===== src/sv/arpc_pkg.sv =====
// ----------------------------------------------------------------------------
// arpc_pkg
// Shared types and constants of the ARP cache and responder.
// ----------------------------------------------------------------------------
package arpc_pkg;

	localparam int CACHE_ENTRIES_DEF = 16;

	localparam int IP_W  = 32;
	localparam int MAC_W = 48;
	localparam int CFG_W = MAC_W;

	// operation codes of an input item
	localparam logic OP_LOOKUP = 1'b0;
	localparam logic OP_PACKET = 1'b1;

	// configuration register indexes
	localparam logic CFG_OWN_IP  = 1'b0;
	localparam logic CFG_OWN_MAC = 1'b1;

	// ARP header checks
	localparam logic [15:0] ARP_HDR_BYTES = 16'd28;
	localparam logic [15:0] HW_ETHERNET   = 16'd1;
	localparam logic [15:0] PROTO_IPV4    = 16'h0800;
	localparam logic [15:0] ARP_OP_REQ    = 16'd1;

	typedef enum logic [1:0] {
		ST_IDLE,
		ST_SCAN,
		ST_WRITE,
		ST_DONE
	} arpc_state_t;

	typedef struct packed {
		logic capture;
		logic scan_step;
		logic write_entry;
		logic load_out;
	} arpc_cmd_t;

	typedef struct packed {
		logic drop_now;
		logic is_packet;
		logic match;
		logic last;
		logic out_free;
	} arpc_status_t;

endpackage


===== src/sv/arp_cache_responder_top.sv =====
// ----------------------------------------------------------------------------
// arp_cache_responder_top
// ARP cache with round-robin replacement and request responder.
// ----------------------------------------------------------------------------
// Input channel (in_valid/in_stall) carries one transaction per lookup or
// received ARP packet; output channel (out_valid/out_stall) returns exactly
// one result per input transaction, in order.
// A lookup scans the cache from entry 0 and reports the first valid match.
// A packet that passes the header checks refreshes or inserts its sender
// pair, then yields reply fields if it is a request for own_ip.
// The cache RAM is scanned linearly, one entry per cycle through its
// registered read port, ending at the first match or at the last entry.
// A dropped packet skips the scan; a packet that passes the checks adds
// an entry write before its result is loaded. One transaction is in
// work at a time.
// The result register lets the next transaction be taken while a result
// waits; a stalled result holds until the receiver takes it.
// Reset clears all valid bits, the insert pointer and own_ip/own_mac.
// Write own_ip (index 0) and own_mac (index 1) only while idle.
// ----------------------------------------------------------------------------
module arp_cache_responder_top
	import arpc_pkg::*;
#(
	parameter int CACHE_ENTRIES = CACHE_ENTRIES_DEF
) (
	input  logic               clk,
	input  logic               arst_n,
	input  logic               cfg_we,
	input  logic               cfg_index,
	input  logic [CFG_W-1:0]   cfg_data,
	input  logic               in_valid,
	output logic               in_stall,
	input  logic               operation,
	input  logic [IP_W-1:0]    query_ip,
	input  logic [15:0]        packet_length,
	input  logic [15:0]        hw_type,
	input  logic [15:0]        prot_type,
	input  logic [15:0]        arp_opcode,
	input  logic [IP_W-1:0]    snd_ip,
	input  logic [MAC_W-1:0]   snd_mac,
	input  logic [IP_W-1:0]    tgt_ip,
	output logic               out_valid,
	input  logic               out_stall,
	output logic               lookup_hit,
	output logic [MAC_W-1:0]   lookup_mac,
	output logic               packet_dropped,
	output logic               reply_valid,
	output logic [MAC_W-1:0]   reply_sender_mac,
	output logic [IP_W-1:0]    reply_sender_ip,
	output logic [MAC_W-1:0]   reply_target_mac,
	output logic [IP_W-1:0]    reply_target_ip
);

	arpc_cmd_t    cmd;
	arpc_status_t st;

	arpc_ctrl u_ctrl (
		.clk      (clk),
		.arst_n   (arst_n),
		.in_valid (in_valid),
		.in_stall (in_stall),
		.st       (st),
		.cmd      (cmd)
	);

	arpc_dpath #(
		.N (CACHE_ENTRIES)
	) u_dpath (
		.clk              (clk),
		.arst_n           (arst_n),
		.cmd              (cmd),
		.st               (st),
		.cfg_we           (cfg_we),
		.cfg_index        (cfg_index),
		.cfg_data         (cfg_data),
		.operation        (operation),
		.query_ip         (query_ip),
		.packet_length    (packet_length),
		.hw_type          (hw_type),
		.prot_type        (prot_type),
		.arp_opcode       (arp_opcode),
		.snd_ip           (snd_ip),
		.snd_mac          (snd_mac),
		.tgt_ip           (tgt_ip),
		.out_valid        (out_valid),
		.out_stall        (out_stall),
		.lookup_hit       (lookup_hit),
		.lookup_mac       (lookup_mac),
		.packet_dropped   (packet_dropped),
		.reply_valid      (reply_valid),
		.reply_sender_mac (reply_sender_mac),
		.reply_sender_ip  (reply_sender_ip),
		.reply_target_mac (reply_target_mac),
		.reply_target_ip  (reply_target_ip)
	);

endmodule


===== src/sv/arpc_ram.sv =====
// ----------------------------------------------------------------------------
// arpc_ram
// Generic single-write, single-read RAM with registered read data.
// ----------------------------------------------------------------------------
module arpc_ram #(
	parameter int WIDTH = 8,
	parameter int DEPTH = 16
) (
	input  logic                     clk,
	input  logic                     we,
	input  logic [$clog2(DEPTH)-1:0] waddr,
	input  logic [WIDTH-1:0]         wdata,
	input  logic [$clog2(DEPTH)-1:0] raddr,
	output logic [WIDTH-1:0]         rdata
);

	logic [WIDTH-1:0] mem [DEPTH];

	always_ff @(posedge clk) begin
		if (we) begin
			mem[waddr] <= wdata;
		end
		rdata <= mem[raddr];
	end

endmodule


===== src/sv/arpc_ctrl.sv =====
// ----------------------------------------------------------------------------
// arpc_ctrl
// Controller: sequences capture, cache scan, entry write and result load.
// ----------------------------------------------------------------------------
module arpc_ctrl
	import arpc_pkg::*;
(
	input  logic         clk,
	input  logic         arst_n,
	input  logic         in_valid,
	output logic         in_stall,
	input  arpc_status_t st,
	output arpc_cmd_t    cmd
);

	arpc_state_t state_q;
	arpc_state_t state_d;

	always_ff @(posedge clk or negedge arst_n) begin
		if (!arst_n) begin
			state_q <= ST_IDLE;
		end else begin
			state_q <= state_d;
		end
	end

	always_comb begin
		state_d = state_q;
		case (state_q)
			ST_IDLE: begin
				if (in_valid) begin
					state_d = st.drop_now ? ST_DONE : ST_SCAN;
				end
			end
			ST_SCAN: begin
				if (st.match || st.last) begin
					state_d = st.is_packet ? ST_WRITE : ST_DONE;
				end
			end
			ST_WRITE: state_d = ST_DONE;
			ST_DONE: begin
				if (st.out_free) begin
					state_d = ST_IDLE;
				end
			end
			default: state_d = ST_IDLE;
		endcase
	end

	always_comb begin
		in_stall = 1'b1;
		cmd      = '0;
		case (state_q)
			ST_IDLE: begin
				in_stall    = 1'b0;
				cmd.capture = in_valid;
			end
			ST_SCAN:  cmd.scan_step   = 1'b1;
			ST_WRITE: cmd.write_entry = 1'b1;
			ST_DONE:  cmd.load_out    = st.out_free;
			default: begin
				in_stall = 1'b1;
			end
		endcase
	end

endmodule


===== src/sv/arpc_dpath.sv =====
// ----------------------------------------------------------------------------
// arpc_dpath
// Datapath: item registers, cache RAM and valid bits, scan compare,
// round-robin insert pointer, configuration and result registers.
// ----------------------------------------------------------------------------
module arpc_dpath
	import arpc_pkg::*;
#(
	parameter int N = CACHE_ENTRIES_DEF
) (
	input  logic               clk,
	input  logic               arst_n,
	input  arpc_cmd_t          cmd,
	output arpc_status_t       st,
	input  logic               cfg_we,
	input  logic               cfg_index,
	input  logic [CFG_W-1:0]   cfg_data,
	input  logic               operation,
	input  logic [IP_W-1:0]    query_ip,
	input  logic [15:0]        packet_length,
	input  logic [15:0]        hw_type,
	input  logic [15:0]        prot_type,
	input  logic [15:0]        arp_opcode,
	input  logic [IP_W-1:0]    snd_ip,
	input  logic [MAC_W-1:0]   snd_mac,
	input  logic [IP_W-1:0]    tgt_ip,
	output logic               out_valid,
	input  logic               out_stall,
	output logic               lookup_hit,
	output logic [MAC_W-1:0]   lookup_mac,
	output logic               packet_dropped,
	output logic               reply_valid,
	output logic [MAC_W-1:0]   reply_sender_mac,
	output logic [IP_W-1:0]    reply_sender_ip,
	output logic [MAC_W-1:0]   reply_target_mac,
	output logic [IP_W-1:0]    reply_target_ip
);

	localparam int IW = $clog2(N);
	localparam int EW = IP_W + MAC_W;
	localparam logic [IW-1:0] LAST_IDX = IW'(N - 1);

	// configuration
	logic [IP_W-1:0]  own_ip_q;
	logic [MAC_W-1:0] own_mac_q;

	// captured item
	logic             op_q;
	logic             drop_q;
	logic [IP_W-1:0]  key_q;
	logic [MAC_W-1:0] mac_q;
	logic [IP_W-1:0]  tip_q;
	logic [15:0]      opc_q;

	// scan and cache control
	logic [IW-1:0]    rd_addr_q;
	logic [IW-1:0]    rd_idx_s1;
	logic             rd_vld_s1;
	logic             hit_q;
	logic [IW-1:0]    hit_idx_q;
	logic [MAC_W-1:0] hit_mac_q;
	logic [N-1:0]     valid_q;
	logic [IW-1:0]    ins_q;
	logic             out_valid_q;

	logic [EW-1:0]    rdata;
	logic [IW-1:0]    waddr;
	logic             match;
	logic             reply_ok;

	arpc_ram #(
		.WIDTH (EW),
		.DEPTH (N)
	) u_cache (
		.clk   (clk),
		.we    (cmd.write_entry),
		.waddr (waddr),
		.wdata ({key_q, mac_q}),
		.raddr (rd_addr_q),
		.rdata (rdata)
	);

	assign waddr = hit_q ? hit_idx_q : ins_q;
	assign match = rd_vld_s1 && valid_q[rd_idx_s1] && (rdata[MAC_W +: IP_W] == key_q);

	assign st.drop_now  = (operation == OP_PACKET) &&
		((packet_length < ARP_HDR_BYTES) || (hw_type != HW_ETHERNET) ||
		 (prot_type != PROTO_IPV4));
	assign st.is_packet = (op_q == OP_PACKET);
	assign st.match     = match;
	assign st.last      = rd_vld_s1 && (rd_idx_s1 == LAST_IDX);
	assign st.out_free  = !out_valid_q || !out_stall;

	assign out_valid = out_valid_q;

	// control state
	always_ff @(posedge clk or negedge arst_n) begin
		if (!arst_n) begin
			own_ip_q    <= '0;
			own_mac_q   <= '0;
			rd_vld_s1   <= 1'b0;
			hit_q       <= 1'b0;
			valid_q     <= '0;
			ins_q       <= '0;
			out_valid_q <= 1'b0;
		end else begin
			if (cfg_we) begin
				if (cfg_index == CFG_OWN_IP) begin
					own_ip_q <= cfg_data[IP_W-1:0];
				end else begin
					own_mac_q <= cfg_data[MAC_W-1:0];
				end
			end
			if (cmd.capture) begin
				rd_vld_s1 <= 1'b0;
				hit_q     <= 1'b0;
			end else begin
				rd_vld_s1 <= cmd.scan_step;
				if (cmd.scan_step && match) begin
					hit_q <= 1'b1;
				end
			end
			if (cmd.write_entry) begin
				valid_q[waddr] <= 1'b1;
				if (!hit_q) begin
					ins_q <= (ins_q == LAST_IDX) ? '0 : ins_q + 1'b1;
				end
			end
			if (cmd.load_out) begin
				out_valid_q <= 1'b1;
			end else if (!out_stall) begin
				out_valid_q <= 1'b0;
			end
		end
	end

	assign reply_ok = (op_q == OP_PACKET) && !drop_q && (opc_q == ARP_OP_REQ) &&
		(tip_q == own_ip_q);

	// payload
	always_ff @(posedge clk) begin
		if (cmd.capture) begin
			op_q      <= operation;
			drop_q    <= st.drop_now;
			key_q     <= (operation == OP_LOOKUP) ? query_ip : snd_ip;
			mac_q     <= snd_mac;
			tip_q     <= tgt_ip;
			opc_q     <= arp_opcode;
			rd_addr_q <= '0;
		end else if (cmd.scan_step) begin
			rd_idx_s1 <= rd_addr_q;
			// hold at the last entry so the read stays in range
			if (rd_addr_q != LAST_IDX) begin
				rd_addr_q <= rd_addr_q + 1'b1;
			end
			if (match) begin
				hit_idx_q <= rd_idx_s1;
				hit_mac_q <= rdata[MAC_W-1:0];
			end
		end
		if (cmd.load_out) begin
			lookup_hit       <= (op_q == OP_LOOKUP) && hit_q;
			lookup_mac       <= ((op_q == OP_LOOKUP) && hit_q) ? hit_mac_q : '0;
			packet_dropped   <= (op_q == OP_PACKET) && drop_q;
			reply_valid      <= reply_ok;
			reply_sender_mac <= reply_ok ? own_mac_q : '0;
			reply_sender_ip  <= reply_ok ? own_ip_q : '0;
			reply_target_mac <= reply_ok ? mac_q : '0;
			reply_target_ip  <= reply_ok ? key_q : '0;
		end
	end

endmodule


===== config.mk =====
export PLATFORM = sky130hd
export DESIGN_NAME = arp_cache_responder_top
export DESIGN_NICKNAME = d
export VERILOG_FILES = /design/src/sv/arpc_pkg.sv /design/src/sv/arp_cache_responder_top.sv /design/src/sv/arpc_ram.sv /design/src/sv/arpc_ctrl.sv /design/src/sv/arpc_dpath.sv
export SDC_FILE = /design/constraint.sdc
export NUM_CORES = 2
export LEC_CHECK = 0
export ABC_AREA = 1
export BUFFER_PORTS_ARGS = -buffer_cell sky130_fd_sc_hd__clkbuf_2
export CORE_MARGIN = 10
export CORE_UTILIZATION = 50
export DETAILED_ROUTE_END_ITERATION = 16
export GPL_ROUTABILITY_DRIVEN = 1
export PLACE_DENSITY = 0.68
export SYNTH_ARGS = -nofsm -noshare
export SYNTH_HDL_FRONTEND = slang
export SYNTH_SLANG_ARGS = --single-unit
export TNS_END_PERCENT = 20

===== constraint.sdc =====
create_clock -name clk -period 15.65 [get_ports clk]
set_clock_uncertainty 0.05 [all_clocks]
set_input_delay 1.565 -clock clk [delete_from_list [all_inputs] [get_ports clk]]
set_output_delay 1.565 -clock clk [all_outputs]
set_load 0.01 [all_outputs]

==> summary.txt <==
Timing
  – Period Utilization, post-route: 0.279
  – Final setup viols: 0
  – Slew @ Worst Pin: 1.17 ns
  – Fin Setup TNS: 0 ns
  – Slew margin rel.: 0.218
  – Max Freq: 229 MHz
  – Final hold violation count: 0
  – Final Critical Period: 4.36 ns
  – RSZ-0062 raised after global routing: false
  – Max Transition Viols Final: 0

Placement
  – Placed insts: 7262
  – Final GP Congestion: 0.880
  – HPWL Detailed: 96600 µm
  – Number of port buffers: 473
  – Dpl cell area: 74900 µm²

Final layout
  – Synth-to-Final Area Change: 14.8%
  – Antenna diode count: 0
  – Non-Filler Instances: 7617
  – Finished Core Util: 0.580
  – Proportion of layout cells with a drive suffix above 1: 0.166
  – Nets: 5845
  – Fill cells: 10900
  – Final instance area: 81200 µm²

Detailed routing
  – WL per Instance: 23.8 µm
  – 1st-pass router iterations: 6
  – Via density: 5.73
  – DR vias: 43600
  – WL final: 181000 µm
  – DRC: 0
  – Starting DRC count in detailed routing: 4678
  – ANT nets after route: 0

Global routing
  – Largest net degree at the start of global routing: 248
  – Number of global-route vias before repair: 43400
  – Initial antenna violation count: 4
  – Gr usage total: 0.225
  – Grt ovf: 0
  – First-pass GRT wire length: 270000 µm

Die
  – Core footprint: 140000 µm²
  – Starting Density: 0.505
  – DIE AREA: 157000 µm²
  – Die height: 396 µm
  – Num rows: 137
  – Die W: 396 µm
  – Ports: 476

Worst setup path
  – WP buf/inv: 3
  – Worst path arrival time: 5.04 ns
  – Crit path max-delay family: buffers and inverters
  – R2R depth: 7
  – CP peak stage delay: 0.97 ns
  – Endpoint type of the worst setup path: flip-flop
  – Critical path, cell by cell: inv_8, buf_4, buf_4, o21ai_0, o221ai_1, o211ai_1, nand3_1
  – R2R Setup Slk: 11.29 ns
  – Critical path type: flip-flop to flip-flop
  – CP Launch Point: u_dpath.rd_addr_q[0]$_SDFFE_PP0P_
  – CP Max Fanout: 187
  – Crit path capture: u_dpath.u_cache.rdata[42]$_DFF_P_
  – Top cell by count, worst path: buf_4
  – Critical path depth: 7
  – Startpoint types: flip-flop
  – Slowest cell on crit path: buf_4
  – Reg2Reg Capture Point: u_dpath.u_cache.rdata[42]$_DFF_P_
  – Worst r2r src: u_dpath.rd_addr_q[0]$_SDFFE_PP0P_
  – Crit path required time: 16.32 ns

Clocking
  – CTS Hold Bufs: 0
  – Skew-Pair Late Insertion Delay: 0.82 ns
  – Num CTS Buffers: 187
  – Setup Buffers After CTS: 0
  – Clk slew on worst S/H paths: 0.06 ns
  – H-tree depth: 4
  – CTS root buffer: clkbuf_16
  – CTS Sinks: 1866
  – Longest Clk Path Bufs: 3
  – CTS tree: yes
  – Cts repair resizes: 0

Power and ir drop
  – Pint: 9750 µW
  – Leakage: 0.0282 µW
  – Worst VDD drop: 236 µV
  – Overall Power: 14300 µW
  – Seq pwr share: 0.468
  – Clock power share: 0.315
  – Switching power: 4550 µW
  – Combinational share of power: 0.217
  – PD cells: 176 nW/µm²
  – Switching Share: 0.318

Min path
  – Hold WC Path Type: flip-flop to flip-flop

Yosys
  – Mean area per synthesized cell: 13.7 µm²
  – Cell area after synthesis: 70700 µm²
  – Post-Synthesis Cells: 5158
  – Syn nets: 5428
  – Seq/Total Area, Yosys: 0.773
  – Netlist cell types: 40
  – Synth Warn #: 0
  – Seq cells post-synth: 1866

Run status
  – Status: finished, final reports clean

Flow run
  – Max Cap Viol: 0
## power groups by stage
stage / clock [µW] / combinational (µW) / sequential (µW)
after floorplan: 0 / 2070 / 6700
after global placement: 0 / 3030 / 6760
after detailed placement: 0 / 3100 / 6780
after CTS: 4580 / 3120 / 6690
after global routing: 4790 / 3450 / 6750
final: 4510 / 3100 / 6690
## flip-flops by register name, indices dropped and copies added (netlist names), 4 cells and up
register,count
u_dpath.hit_idx_q,4
u_dpath.rd_idx_s1,4
u_dpath.valid_q,16
u_dpath.lookup_mac,48
u_dpath.tip_q,32
u_dpath.key_q,32
u_dpath.reply_target_mac,48
u_dpath.opc_q,16
u_dpath.u_cache.rdata,80
u_dpath.rd_addr_q,4
u_dpath.own_mac_q,48
u_dpath.reply_sender_ip,32
u_dpath.reply_sender_mac,48
u_dpath.u_cache.mem,1280
u_dpath.ins_q,4
u_dpath.own_ip_q,32
u_dpath.reply_target_ip,32
u_dpath.hit_mac_q,48
u_dpath.mac_q,48
## layer usage
layer / vias up / track usage / wire length (µm)
li1: 19700 / - / -
met1: 21800 / 0.300 / 73400
met2: 1780 / 0.373 / 89700
met3: 328 / 0.0410 / 13300
met4: 6 / 0.0707 / 4820
met5: - / 0 / 39
## logic make-up (layout without fill, tap and decap cells)
group	count (synthesis)	in the layout	share of synthesized area
DFF	1866	1866	0.773
and+or+nand+nor	1617	1617	0.101
AOI/OAI and AO/OA	1114	1114	0.0908
buffers and inverters	520	1103	0.0294
xor gates and xnor gates	18	18	0.00223
muxes	16	16	0.00255
adders and majority gates	7	7	0.00124
## metrics by stage
stage	hold slack [ns]	setup WS, ns
3_5_place_dp	0.339	11.26
6_report	0.351	11.29
4_1_cts	0.350	11.25
5_1_grt	0.356	10.94
3_3_place_gp	0.337	11.31
2_1_floorplan	0.336	3.04
## layout make-up
type,instances,area (µm²),area share
flip-flops and latches,1866,54700,0.673
clock buffers,263,5170,0.0636
repair buffers,544,2940,0.0362
inverters,204,790,0.00972
well taps,1876,2350,0.0289
clock inverters,92,1120,0.0138
multi-input cells,2772,14200,0.174
## synthesized netlist by cell type
cell / n / area (µm²)
a31oi_1: 1 / 6.26
xor2_1: 5 / 43.8
dfxtp_1: 84 / 1680
nand3_1: 159 / 796
o21ai_1: 6 / 30.0
o22ai_1: 198 / 1240
buf_2: 62 / 310
nor4_2: 1 / 12.5
buf_4: 9 / 67.6
ha_1: 7 / 87.6
nand4_2: 1 / 12.5
nor2_1: 782 / 2940
nand2_1: 482 / 1810
mux2_2: 16 / 180
o211ai_1: 35 / 263
a41oi_1: 1 / 8.76
nor4_1: 6 / 37.5
a211oi_1: 2 / 15.0
o21ai_0: 734 / 3670
a22o_1: 2 / 17.5
o2111ai_1: 2 / 17.5
or2_2: 7 / 43.8
and3_1: 1 / 6.26
nand3b_1: 1 / 7.51
clkbuf_1: 228 / 856
nor3_2: 19 / 190
nor3b_2: 41 / 513
buf_1: 15 / 56.3
a221oi_1: 1 / 8.76
nor3b_1: 74 / 556
inv_1: 192 / 721
dfrtp_1: 105 / 2630
inv_2: 12 / 45.0
xnor2_1: 13 / 114
edfxtp_1: 1677 / 50400
o221ai_1: 128 / 1120
nor3_1: 33 / 165
a21oi_1: 4 / 20.0
buf_6: 2 / 22.5
nand4_1: 10 / 62.6
## worst min path at each step
| stage | end | cells after the start | start | slack [ns] |
|---|---|---|---|---|
| after global routing | u_dpath.hit_mac_q[21]$_DFFE_PP_ | 0 | u_dpath.u_cache.rdata[21]$_DFF_P_ | 0.36 |
| final | u_dpath.hit_mac_q[20]$_DFFE_PP_ | 0 | u_dpath.u_cache.rdata[20]$_DFF_P_ | 0.35 |
| after CTS | u_dpath.hit_mac_q[20]$_DFFE_PP_ | 0 | u_dpath.u_cache.rdata[20]$_DFF_P_ | 0.35 |
| after detailed placement | u_dpath.hit_mac_q[20]$_DFFE_PP_ | 0 | u_dpath.u_cache.rdata[20]$_DFF_P_ | 0.34 |
| after floorplan | u_dpath.hit_mac_q[0]$_DFFE_PP_ | 0 | u_dpath.u_cache.rdata[0]$_DFF_P_ | 0.34 |
| after global placement | u_dpath.hit_mac_q[22]$_DFFE_PP_ | 0 | u_dpath.u_cache.rdata[22]$_DFF_P_ | 0.34 |
## cells in the final DEF (no fill, tap or decap), types with 10 or more instances in the layout
cell type     n
buf_4        69
bufinv_16    17
clkbuf_1     57
clkbuf_16   188
clkbuf_2    472
clkbuf_8     18
clkinv_1     15
clkinv_2     37
dfrtp_1     105
dfxtp_1      81
edfxtp_1   1677
inv_1       188
inv_2        10
mux2_2       16
nand2_1     479
nand3_1     159
nand4_1      10
nor2_1      764
nor2_4       18
nor3_1       33
nor3_2       19
nor3b_1      74
nor3b_2      41
o211ai_1     35
o21ai_0     734
o221ai_1    128
o22ai_1     198
xnor2_1      13
(Power assumes the default switching activity.)
